[src/rtl/pps_pkg.sv]
// ----------------------------------------------------------------------------
// pps_pkg
// Shared codes and types for the payload power sequencer.
// ----------------------------------------------------------------------------
package pps_pkg;

	localparam int StateW = 3;
	localparam int AddrW  = 2;
	localparam int DataW  = 32;

	// sequencer state codes
	localparam logic [StateW-1:0] ST_NONE  = 3'd0;
	localparam logic [StateW-1:0] ST_WAIT  = 3'd1;
	localparam logic [StateW-1:0] ST_SETUP = 3'd2;
	localparam logic [StateW-1:0] ST_ON    = 3'd3;
	localparam logic [StateW-1:0] ST_OFF   = 3'd4;
	localparam logic [StateW-1:0] ST_QUIET = 3'd5;
	localparam logic [StateW-1:0] ST_RESET = 3'd6;

	// register byte addresses
	localparam logic [AddrW-1:0] REG_SETUP_NEEDS_CLOCK_OK = 2'd0;

	typedef struct packed {
		logic payload_power_good;
		logic converters_good;
		logic cold_reset_event;
		logic warm_reset_event;
		logic quiesce_event;
		logic clock_setup_ok;
	} tick_t;

	typedef struct packed {
		logic [StateW-1:0] power_state;
		logic              converter_enable;
		logic              clear_backend_faults;
		logic              fpga_reset_pulse;
		logic              quiesced_notify;
	} result_t;

	typedef struct packed {
		logic [StateW-1:0] state;
		logic              quiesce_pending;
		logic              enable_level;
	} seq_state_t;

endpackage

[src/rtl/payload_power_sequencer.sv]
// ----------------------------------------------------------------------------
// payload_power_sequencer
// Tick-driven payload power sequencer with APB-style configuration.
// ----------------------------------------------------------------------------
// Takes one tick transaction per clock cycle unless stalled and returns one
// result per tick. The tick is captured in an input register when accepted.
// When the result register can take it, the combinational state machine
// update lands in the result register together with the sequencer state,
// and the result is presented from there. A stalled result holds the input
// stage; the input side is stalled only while both stages are full and the
// result is stalled.
// The single register (setup_needs_clock_ok, byte address 0, reset 1) should
// be written while no tick is in flight.
// ----------------------------------------------------------------------------
module payload_power_sequencer
	import pps_pkg::*;
(
	input  logic                clk,
	input  logic                arst_n,
	input  logic                psel,
	input  logic                penable,
	input  logic                pwrite,
	input  logic [AddrW-1:0]    paddr,
	input  logic [DataW-1:0]    pwdata,
	output logic [DataW-1:0]    prdata,
	output logic                pready,
	input  logic                req_valid,
	output logic                req_stall,
	input  logic                payload_power_good,
	input  logic                converters_good,
	input  logic                cold_reset_event,
	input  logic                warm_reset_event,
	input  logic                quiesce_event,
	input  logic                clock_setup_ok,
	output logic                res_valid,
	input  logic                res_stall,
	output logic [StateW-1:0]   power_state,
	output logic                converter_enable,
	output logic                clear_backend_faults,
	output logic                fpga_reset_pulse,
	output logic                quiesced_notify
);

	logic       setup_needs_clock_ok;
	logic       valid_s1;
	tick_t      tick_s1;
	logic       res_valid_q;
	result_t    res_q;
	seq_state_t seq_q;
	seq_state_t seq_nxt;
	result_t    res_nxt;
	logic       accept;
	logic       advance;

	pps_regs u_regs (
		.clk                  (clk),
		.arst_n               (arst_n),
		.psel                 (psel),
		.penable              (penable),
		.pwrite               (pwrite),
		.paddr                (paddr),
		.pwdata               (pwdata),
		.prdata               (prdata),
		.pready               (pready),
		.setup_needs_clock_ok (setup_needs_clock_ok)
	);

	pps_step u_step (
		.tick                 (tick_s1),
		.cur                  (seq_q),
		.setup_needs_clock_ok (setup_needs_clock_ok),
		.nxt                  (seq_nxt),
		.res                  (res_nxt)
	);

	assign advance   = valid_s1 && (!res_valid_q || !res_stall);
	assign req_stall = valid_s1 && !advance;
	assign accept    = req_valid && !req_stall;

	// input stage
	always_ff @(posedge clk or negedge arst_n) begin
		if (!arst_n) begin
			valid_s1 <= 1'b0;
		end else if (accept) begin
			valid_s1 <= 1'b1;
		end else if (advance) begin
			valid_s1 <= 1'b0;
		end
	end

	always_ff @(posedge clk) begin
		if (accept) begin
			tick_s1.payload_power_good <= payload_power_good;
			tick_s1.converters_good    <= converters_good;
			tick_s1.cold_reset_event   <= cold_reset_event;
			tick_s1.warm_reset_event   <= warm_reset_event;
			tick_s1.quiesce_event      <= quiesce_event;
			tick_s1.clock_setup_ok     <= clock_setup_ok;
		end
	end

	// sequencer state advances only when a tick moves into the result register
	always_ff @(posedge clk or negedge arst_n) begin
		if (!arst_n) begin
			seq_q.state           <= ST_NONE;
			seq_q.quiesce_pending <= 1'b0;
			seq_q.enable_level    <= 1'b0;
			res_valid_q           <= 1'b0;
		end else begin
			if (advance) begin
				seq_q       <= seq_nxt;
				res_valid_q <= 1'b1;
			end else if (!res_stall) begin
				res_valid_q <= 1'b0;
			end
		end
	end

	always_ff @(posedge clk) begin
		if (advance) begin
			res_q <= res_nxt;
		end
	end

	assign res_valid            = res_valid_q;
	assign power_state          = res_q.power_state;
	assign converter_enable     = res_q.converter_enable;
	assign clear_backend_faults = res_q.clear_backend_faults;
	assign fpga_reset_pulse     = res_q.fpga_reset_pulse;
	assign quiesced_notify      = res_q.quiesced_notify;

	// the reset state is always left within the tick that enters it
	a_no_reset_state: assert property (@(posedge clk) disable iff (!arst_n)
		res_valid_q |-> (res_q.power_state != ST_RESET))
		else $error("reset state reported");

	a_notify_quiet: assert property (@(posedge clk) disable iff (!arst_n)
		(res_valid_q && res_q.quiesced_notify) |->
			(res_q.power_state == ST_QUIET && !res_q.converter_enable))
		else $error("quiesced notify outside quiesced state");

	a_clear_enable: assert property (@(posedge clk) disable iff (!arst_n)
		(res_valid_q && res_q.clear_backend_faults) |-> res_q.converter_enable)
		else $error("fault clear without converter enable");

	a_state_tracks: assert property (@(posedge clk) disable iff (!arst_n)
		advance |=> (seq_q.state == res_q.power_state
			&& seq_q.enable_level == res_q.converter_enable))
		else $error("held state differs from reported result");

endmodule

[src/rtl/pps_regs.sv]
// ----------------------------------------------------------------------------
// pps_regs
// APB-style configuration register file for the power sequencer.
// ----------------------------------------------------------------------------
module pps_regs
	import pps_pkg::*;
(
	input  logic             clk,
	input  logic             arst_n,
	input  logic             psel,
	input  logic             penable,
	input  logic             pwrite,
	input  logic [AddrW-1:0] paddr,
	input  logic [DataW-1:0] pwdata,
	output logic [DataW-1:0] prdata,
	output logic             pready,
	output logic             setup_needs_clock_ok
);

	logic setup_needs_clock_ok_q;
	logic wr_en;

	assign pready = 1'b1;
	assign wr_en  = psel && penable && pwrite && (paddr == REG_SETUP_NEEDS_CLOCK_OK);

	always_ff @(posedge clk or negedge arst_n) begin
		if (!arst_n) begin
			setup_needs_clock_ok_q <= 1'b1;
		end else if (wr_en) begin
			setup_needs_clock_ok_q <= pwdata[0];
		end
	end

	always_comb begin
		prdata = '0;
		if (paddr == REG_SETUP_NEEDS_CLOCK_OK) begin
			prdata[0] = setup_needs_clock_ok_q;
		end
	end

	assign setup_needs_clock_ok = setup_needs_clock_ok_q;

endmodule

[src/rtl/pps_step.sv]
// ----------------------------------------------------------------------------
// pps_step
// Next-state and pulse logic for one tick of the power sequencer.
// ----------------------------------------------------------------------------
module pps_step
	import pps_pkg::*;
(
	input  tick_t      tick,
	input  seq_state_t cur,
	input  logic       setup_needs_clock_ok,
	output seq_state_t nxt,
	output result_t    res
);

	logic [StateW-1:0] st;
	logic              pending;
	logic              enable;
	logic              clr;
	logic              notify;
	logic [StateW-1:0] next_st;

	always_comb begin
		// cold reset overrides whatever state we were in
		st      = tick.cold_reset_event ? ST_RESET : cur.state;
		pending = cur.quiesce_pending || tick.quiesce_event;
		enable  = cur.enable_level;
		clr     = 1'b0;
		notify  = 1'b0;
		next_st = st;
		case (st)
			ST_NONE: begin
				if (tick.payload_power_good) next_st = ST_WAIT;
			end
			ST_WAIT: begin
				enable = 1'b1;
				clr    = 1'b1;
				if (pending || !tick.payload_power_good) next_st = ST_OFF;
				else if (tick.converters_good) next_st = ST_SETUP;
			end
			ST_SETUP: begin
				if (tick.clock_setup_ok || !setup_needs_clock_ok) next_st = ST_ON;
			end
			ST_ON: begin
				if (pending || !tick.payload_power_good || !tick.converters_good)
					next_st = ST_OFF;
			end
			ST_OFF: begin
				enable = 1'b0;
				// answer a pending quiesce and drop it
				if (pending) begin
					notify  = 1'b1;
					pending = 1'b0;
				end
				next_st = ST_QUIET;
			end
			ST_QUIET: begin
				if (!tick.payload_power_good && !tick.converters_good) next_st = ST_NONE;
			end
			ST_RESET: begin
				enable  = 1'b0;
				next_st = ST_NONE;
			end
			default: begin
				next_st = st;
			end
		endcase

		nxt.state           = next_st;
		nxt.quiesce_pending = pending;
		nxt.enable_level    = enable;

		res.power_state          = next_st;
		res.converter_enable     = enable;
		res.clear_backend_faults = clr;
		res.fpga_reset_pulse     = tick.warm_reset_event;
		res.quiesced_notify      = notify;
	end

endmodule

[config.mk]
export PLATFORM = sky130hd
export DESIGN_NAME = payload_power_sequencer
export DESIGN_NICKNAME = d
export VERILOG_FILES = /design/src/rtl/pps_pkg.sv /design/src/rtl/payload_power_sequencer.sv /design/src/rtl/pps_regs.sv /design/src/rtl/pps_step.sv
export SDC_FILE = /design/constraint.sdc
export NUM_CORES = 1
export LEC_CHECK = 0
export BUFFER_PORTS_ARGS = -buffer_cell sky130_fd_sc_hd__buf_4
export CORE_MARGIN = 2
export CORE_UTILIZATION = 40
export DETAILED_ROUTE_END_ITERATION = 10
export GPL_TIMING_DRIVEN = 0
export PLACE_DENSITY = 0.78
export SYNTH_ARGS = -nofsm -noshare
export SYNTH_HDL_FRONTEND = slang
export SYNTH_HIERARCHICAL = 1
export SYNTH_SLANG_ARGS = --single-unit
[constraint.sdc]
create_clock -name clk -period 1.6 [get_ports clk]
set_input_delay 0.24 -clock clk [delete_from_list [all_inputs] [get_ports clk]]
set_output_delay 0.24 -clock clk [all_outputs]
set_load 0.005 [all_outputs]
==> results of run 1 <==
## power breakdown
group | switching [mW] | total, mW | internal (mW)
sequential | 0.0723 | 0.778 | 0.705
clock | 0.142 | 0.238 | 0.0968
combinational | 0.254 | 0.614 | 0.360
total | 0.468 | 1.63 | 1.16
## layout by cell type (no fill, tap or decap), types with 2 or more instances in the layout
master,netlist,final
inv_1,2,2
nor2_1,5,5
conb_1,2,32
nand2_1,3,3
mux2_2,5,5
buf_4,41,66
edfxtp_1,13,13
clkbuf_4,0,3
nand2b_1,3,3
nor3_1,2,2
a21oi_1,2,2
dfrtp_1,7,7
nand4_1,3,3
## per-layer routing
metal | vias to the layer above | share of wire
li1 | 420 | -
met1 | 351 | 0.37
met2 | 55 | 0.54
met3 | 0 | 0.089
met4 | 0 | 0
met5 | - | 0
## worst paths after layout
| path | start | endpoint | slack (ps) |
|---|---|---|---|
| worst max-delay path | seq_q[3]$_DFFE_PN0P_ | seq_q[2]$_DFFE_PN0P_ | 130 |
| worst min-delay path | converters_good | tick_s1[4]$_DFFE_PP_ | 120 |
| worst max register to register | seq_q[3]$_DFFE_PN0P_ | seq_q[2]$_DFFE_PN0P_ | 130 |
| worst min register to register | valid_s1$_DFFE_PN0P_ | res_valid$_DFFE_PN0P_ | 510 |
| max in group asynchronous | arst_n | u_regs/setup_needs_clock_ok$_DFFE_PN1P_ | 1100 |
| min in group asynchronous | arst_n | res_valid$_DFFE_PN0P_ | 290 |
## per-stage QoR
| stage | std cells | hold slack, ps | power (mW) | util | instance area (um^2) |
|---|---|---|---|---|---|
| after CTS | 203 | 98.7 | 1.65 | 0.538 | 1610 |
| after global placement | 198 | 65.3 | 1.37 | 0.525 | 1580 |
| after global routing | 203 | 90.0 | 1.76 | 0.538 | 1610 |
| final | 203 | 120 | 1.63 | 0.538 | 1610 |
| after detailed placement | 198 | 67.0 | 1.39 | 0.525 | 1580 |
| after floorplan | 140 | -55.6 | 1.24 | - | 1350 |
## flip-flops by register name, indices dropped and copies added (netlist names)
register                     cells
fpga_reset_pulse                 1
res_valid                        1
power_state                      3
u_regs/setup_needs_clock_ok      1
quiesced_notify                  1
seq_q                            5
tick_s1                          6
clear_backend_faults             1
converter_enable                 1
valid_s1                         1
## final cells by class
class	count	area share
multi-input cells	74	0.264
flip-flops and latches	21	0.367
well taps	33	0.0256
inverters	2	0.00465
repair buffers	26	0.122
plain buffers	43	0.201
clock buffers	4	0.0163
## cell families after synthesis
kind of cell	after synthesis	synth area share
simple gates	26	0.120
other cells	2	0.00608
flops	21	0.479
compound gates	10	0.0719
mux	6	0.0547
buf+inv	45	0.268
## cells in the mapped netlist, types with 2 or more instances
master,number,share of area
nor3_1,2,0.0081
nand2_1,3,0.0091
mux2_2,5,0.046
dfrtp_1,7,0.14
buf_4,41,0.25
nand2b_1,3,0.015
nand4_1,3,0.015
inv_1,2,0.0061
a21oi_1,2,0.0081
nor2_1,5,0.015
conb_1,2,0.0061
edfxtp_1,13,0.32
==> impl_metrics.json, run 1 <==
{
  "clk_pin_slew_worst_paths_ps": 100,
  "use_met1": 0.125,
  "timing.fmax_mhz": 681,
  "slew_viol_final": 0,
  "post-cts-setup-buffers": 0,
  "finalSetupViolations": 0,
  "wl_mm": 1.95,
  "maxCapViolCount": 0,
  "netlist_instances": 110,
  "period_needed_ps": 1470,
  "cts_hold_buf": 1,
  "cts_inserted_buffers": 3,
  "antenna_found_initial": 0,
  "rr_worst_depth": 5,
  "post_drt_wl_per_cell_um": 9.59,
  "viasPerCell": 4.07,
  "synth_edf_count": 13,
  "final_nets": 218,
  "grtUsageTotal": 0.117,
  "crit_path_end_kind": "register",
  "ioPinCount": 89,
  "netlist_area_um2": 1240,
  "drive_above_1_share": 0.500,
  "worstPathArrival_ps": 1650,
  "max_stage_delay_ps": 420,
  "fin_ws_ps": 131,
  "ant_nets": 0,
  "hpwlAfterDp_mm": 1.60,
  "cts_tree": "built",
  "syn_area_per_cell_um2": 11.2,
  "grt_max_degree": 13,
  "seq_area_frac_synth": 0.479,
  "synth_ff_type": "edfxtp_1",
  "holdCritPathClass": "in2reg",
  "post-place-ws_ps": 151,
  "cp.required_ps": 1790,
  "skew_ps": 2.21,
  "drt_first_pass_iters": 4,
  "clk_path_buf_depth": 2,
  "rows": 20,
  "cts_sinks": 21,
  "crit_chain": "buf_6, nor3_2, a211o_1, o211ai_2, mux2_2",
  "seq_area_um2": 592,
  "grt_pass1_vias": 734,
  "grt_pass1_wl_mm": 3.12,
  "synthArstFlopShare": 0.381,
  "hold_depth": 1,
  "p_per_area_nw_per_um2": 1010,
  "multi_input_area_um2": 425,
  "port_buffers": 25,
  "fillCellCount": 268,
  "yosysUniqueCellTypes": 34,
  "rsz0062_at_grt": "no",
  "dieArea_um2": 3550,
  "cp_slowest_cell": "dfrtp_1",
  "crit_type": "reg2reg",
  "core_area_um2": 3000,
  "synth_warnings": 6,
  "synth_seq_cells": 21,
  "vias": 826,
  "busiest_layer": "met2",
  "hold_violations": 0,
  "power_leakage_nw": 0.813,
  "drcViolationCount": 0,
  "num_antenna_cells": 0,
  "ir_drop_mv": 0.461,
  "outcome": "complete, no violations",
  "fin_tns_setup_ps": 0,
  "crit_cells": 5,
  "cts_root_buf": "clkbuf_4",
  "critPathTopFamily": "flip-flops",
  "dieHeight_um": 59.6,
  "drtIter0Drc": 20,
  "start_kind": "register",
  "critPathBufInv": 1,
  "clk-insertion-delay-late_ps": 290,
  "die_w_um": 59.6,
  "cts_resized": 0,
  "place_congestion": 0.834,
  "path_max_fanout": 10,
  "start_util": 0.412,
  "grt_util_met2": 0.229,
  "period_share": 0.918,
  "htree_levels": 1,
  "grtUsageMet3": 0.0262,
  "overflow": 0,
  "area_delta_synth_final_pct": 30.6
}
(Power assumes the default switching activity.)
==> inputs of run 2 (changes only) <==
ABC_AREA = 1   (was not set)
CORE_UTILIZATION = 41   (was 40)
PLACE_DENSITY = 0.79   (was 0.78)
==> impl_metrics.json, run 2 <==
{
  "synth-xor-area-share": 0,
  "port_buffers": 25,
  "final_common_cell": "buf_4",
  "ioPinCount": 89,
  "area_delta_synth_final_pct": 30.3,
  "clk-insertion-delay-late_ps": 300,
  "skew_ps": 0.886,
  "synthArstFlopShare": 0.381,
  "synth_seq_cells": 21,
  "rsz0062_at_grt": "no",
  "drtIter0Drc": 29,
  "hpwlAfterDp_mm": 1.73,
  "rows": 20,
  "overflow": 0,
  "multi_input_area_um2": 453,
  "synth_largest_type_area_fraction": 0.306,
  "synth_ff_type": "edfxtp_1",
  "seq_area_um2": 592,
  "regMostFlops": "tick_s1",
  "antenna_found_initial": 0,
  "die_w_um": 59.7,
  "worstPathArrival_ps": 1530,
  "path_max_fanout": 6,
  "start_kind": "register",
  "crit_type": "reg2reg",
  "drive_above_1_share": 0.388,
  "yosys-mux-area-fraction": 0,
  "drt_first_pass_iters": 4,
  "synthSimpleGateAreaFrac": 0.240,
  "power_leakage_nw": 0.929,
  "ir_drop_mv": 0.542,
  "most-common-layout-cells": "buf_4, nand2_1, conb_1, edfxtp_1, nor2_1",
  "r2r-start": "tick_s1[3]$_DFFE_PP_",
  "grt_pass1_vias": 798,
  "crit_path_end_kind": "register",
  "grtUsageTotal": 0.126,
  "cp.required_ps": 1670,
  "outcome": "complete, no violations",
  "fillCellCount": 290,
  "core_area_um2": 3000,
  "vias": 962,
  "cts_root_buf": "clkbuf_4",
  "period_needed_ps": 1460,
  "timing.fmax_mhz": 686,
  "drcViolationCount": 0,
  "holdCritStartpoint": "cold_reset_event",
  "synthTopCellsByArea": "edfxtp_1, buf_4, dfrtp_1",
  "p_per_area_nw_per_um2": 937,
  "slew_viol_final": 0,
  "num_antenna_cells": 0,
  "synth_warnings": 6,
  "synth_compound_area_frac": 0.0157,
  "yosysUniqueCellTypes": 18,
  "finalSetupViolations": 0,
  "post-place-ws_ps": 128,
  "syn_area_per_cell_um2": 8.72,
  "final_nets": 254,
  "post-cts-setup-buffers": 0,
  "dieArea_um2": 3570,
  "synthAdderAreaFrac": 0,
  "synth_top_family_by_area": "buffers and inverters",
  "cts_sinks": 21,
  "cts_inserted_buffers": 3,
  "ant_nets": 0,
  "fin_ws_ps": 143,
  "startpoint": "tick_s1[3]$_DFFE_PP_",
  "synth_top_cell_by_area": "edfxtp_1",
  "wl_mm": 2.13,
  "fin_tns_setup_ps": 0,
  "regToRegSetupSlack_ps": 140,
  "start_util": 0.424,
  "htree_levels": 1,
  "clk_path_buf_depth": 2,
  "clk_pin_slew_worst_paths_ps": 110,
  "hold_violations": 0,
  "cts_tree": "built",
  "period_share": 0.911,
  "synthTopCellsByCount": "buf_4, nand2_1, edfxtp_1, nor2_1, nand3_1",
  "grt_max_degree": 12,
  "viasPerCell": 4.03,
  "grt_pass1_wl_mm": 3.34,
  "largest_register_ffs": 6,
  "post_drt_wl_per_cell_um": 8.90,
  "netlist_instances": 146,
  "holdCritPathClass": "in2reg",
  "netlist_area_um2": 1270,
  "maxCapViolCount": 0,
  "place_congestion": 0.850,
  "yosysMostFrequentCell": "buf_4",
  "dieHeight_um": 59.7,
  "seq_area_frac_synth": 0.465,
  "synth_edf_count": 13
}
-- run 2: worst paths after layout --
path | endpoint | depth (start not counted)
max in group asynchronous | u_regs/setup_needs_clock_ok$_DFFE_PN1P_ | 2
worst max-delay path | power_state[2]$_DFFE_PP_ | 7
min in group asynchronous | seq_q[3]$_DFFE_PN0P_ | 2
worst max register to register | power_state[2]$_DFFE_PP_ | 7
worst min-delay path | tick_s1[3]$_DFFE_PP_ | 1
worst min register to register | u_regs/setup_needs_clock_ok$_DFFE_PN1P_ | 2
-- run 2: where the power goes --
group / internal, mW / leakage, nW / total (mW) / switching [mW]
clock network: 0.0971 / 0.0150 / 0.249 / 0.152
registers: 0.700 / 0.227 / 0.786 / 0.0865
logic: 0.270 / 0.687 / 0.518 / 0.248
-- run 2: kinds of logic after synthesis --
kind of cell | Yosys count
compound gates | 4
buf+inv | 52
flops | 21
other cells | 2
simple gates | 67
-- run 2: metrics by stage --
stage / hold WS [ps] / utilization / power [mW] / area [um^2] / instances
after floorplan: -55.6 / - / 1.13 / 1390 / 176
after global placement: 61.7 / 0.538 / 1.29 / 1620 / 234
after detailed placement: 63.5 / 0.538 / 1.30 / 1620 / 234
after CTS: 94.6 / 0.550 / 1.56 / 1650 / 239
after global routing: 83.3 / 0.553 / 1.66 / 1660 / 239
final: 109 / 0.553 / 1.55 / 1660 / 239
-- run 2: layer usage --
layer	routed length, um	vias to the layer above	global-route usage	share of wire
li1	-	514	-	-
met1	889	406	0.151	0.42
met2	1080	40	0.217	0.51
met3	147	2	0.0260	0.069
met4	10	0	0.0571	0.0047
met5	0	-	0	0
-- run 2: timing repair --
action,in CTS,in global routing
hold buffers,1,0
resized for setup,0,2
endpoints found under the setup margin,0,1
endpoints found under the hold margin,8,0
-- run 2: final cells by class --
type,instances,share of cell area
inverter,11,0.0249
multi-input combinational,103,0.273
buffer,41,0.186
clock buffer,4,0.0158
timing repair buffer,26,0.119
sequential,21,0.357
tap,33,0.0249
-- run 2: critical path, cell delays in order, from the launching register on --
cell	delay [ps]
edfxtp_1	480
nor2_4	210
nor2_1	70
nand2_1	80
nand3_2	80
inv_1	60
nand3_1	100
buf_4	160
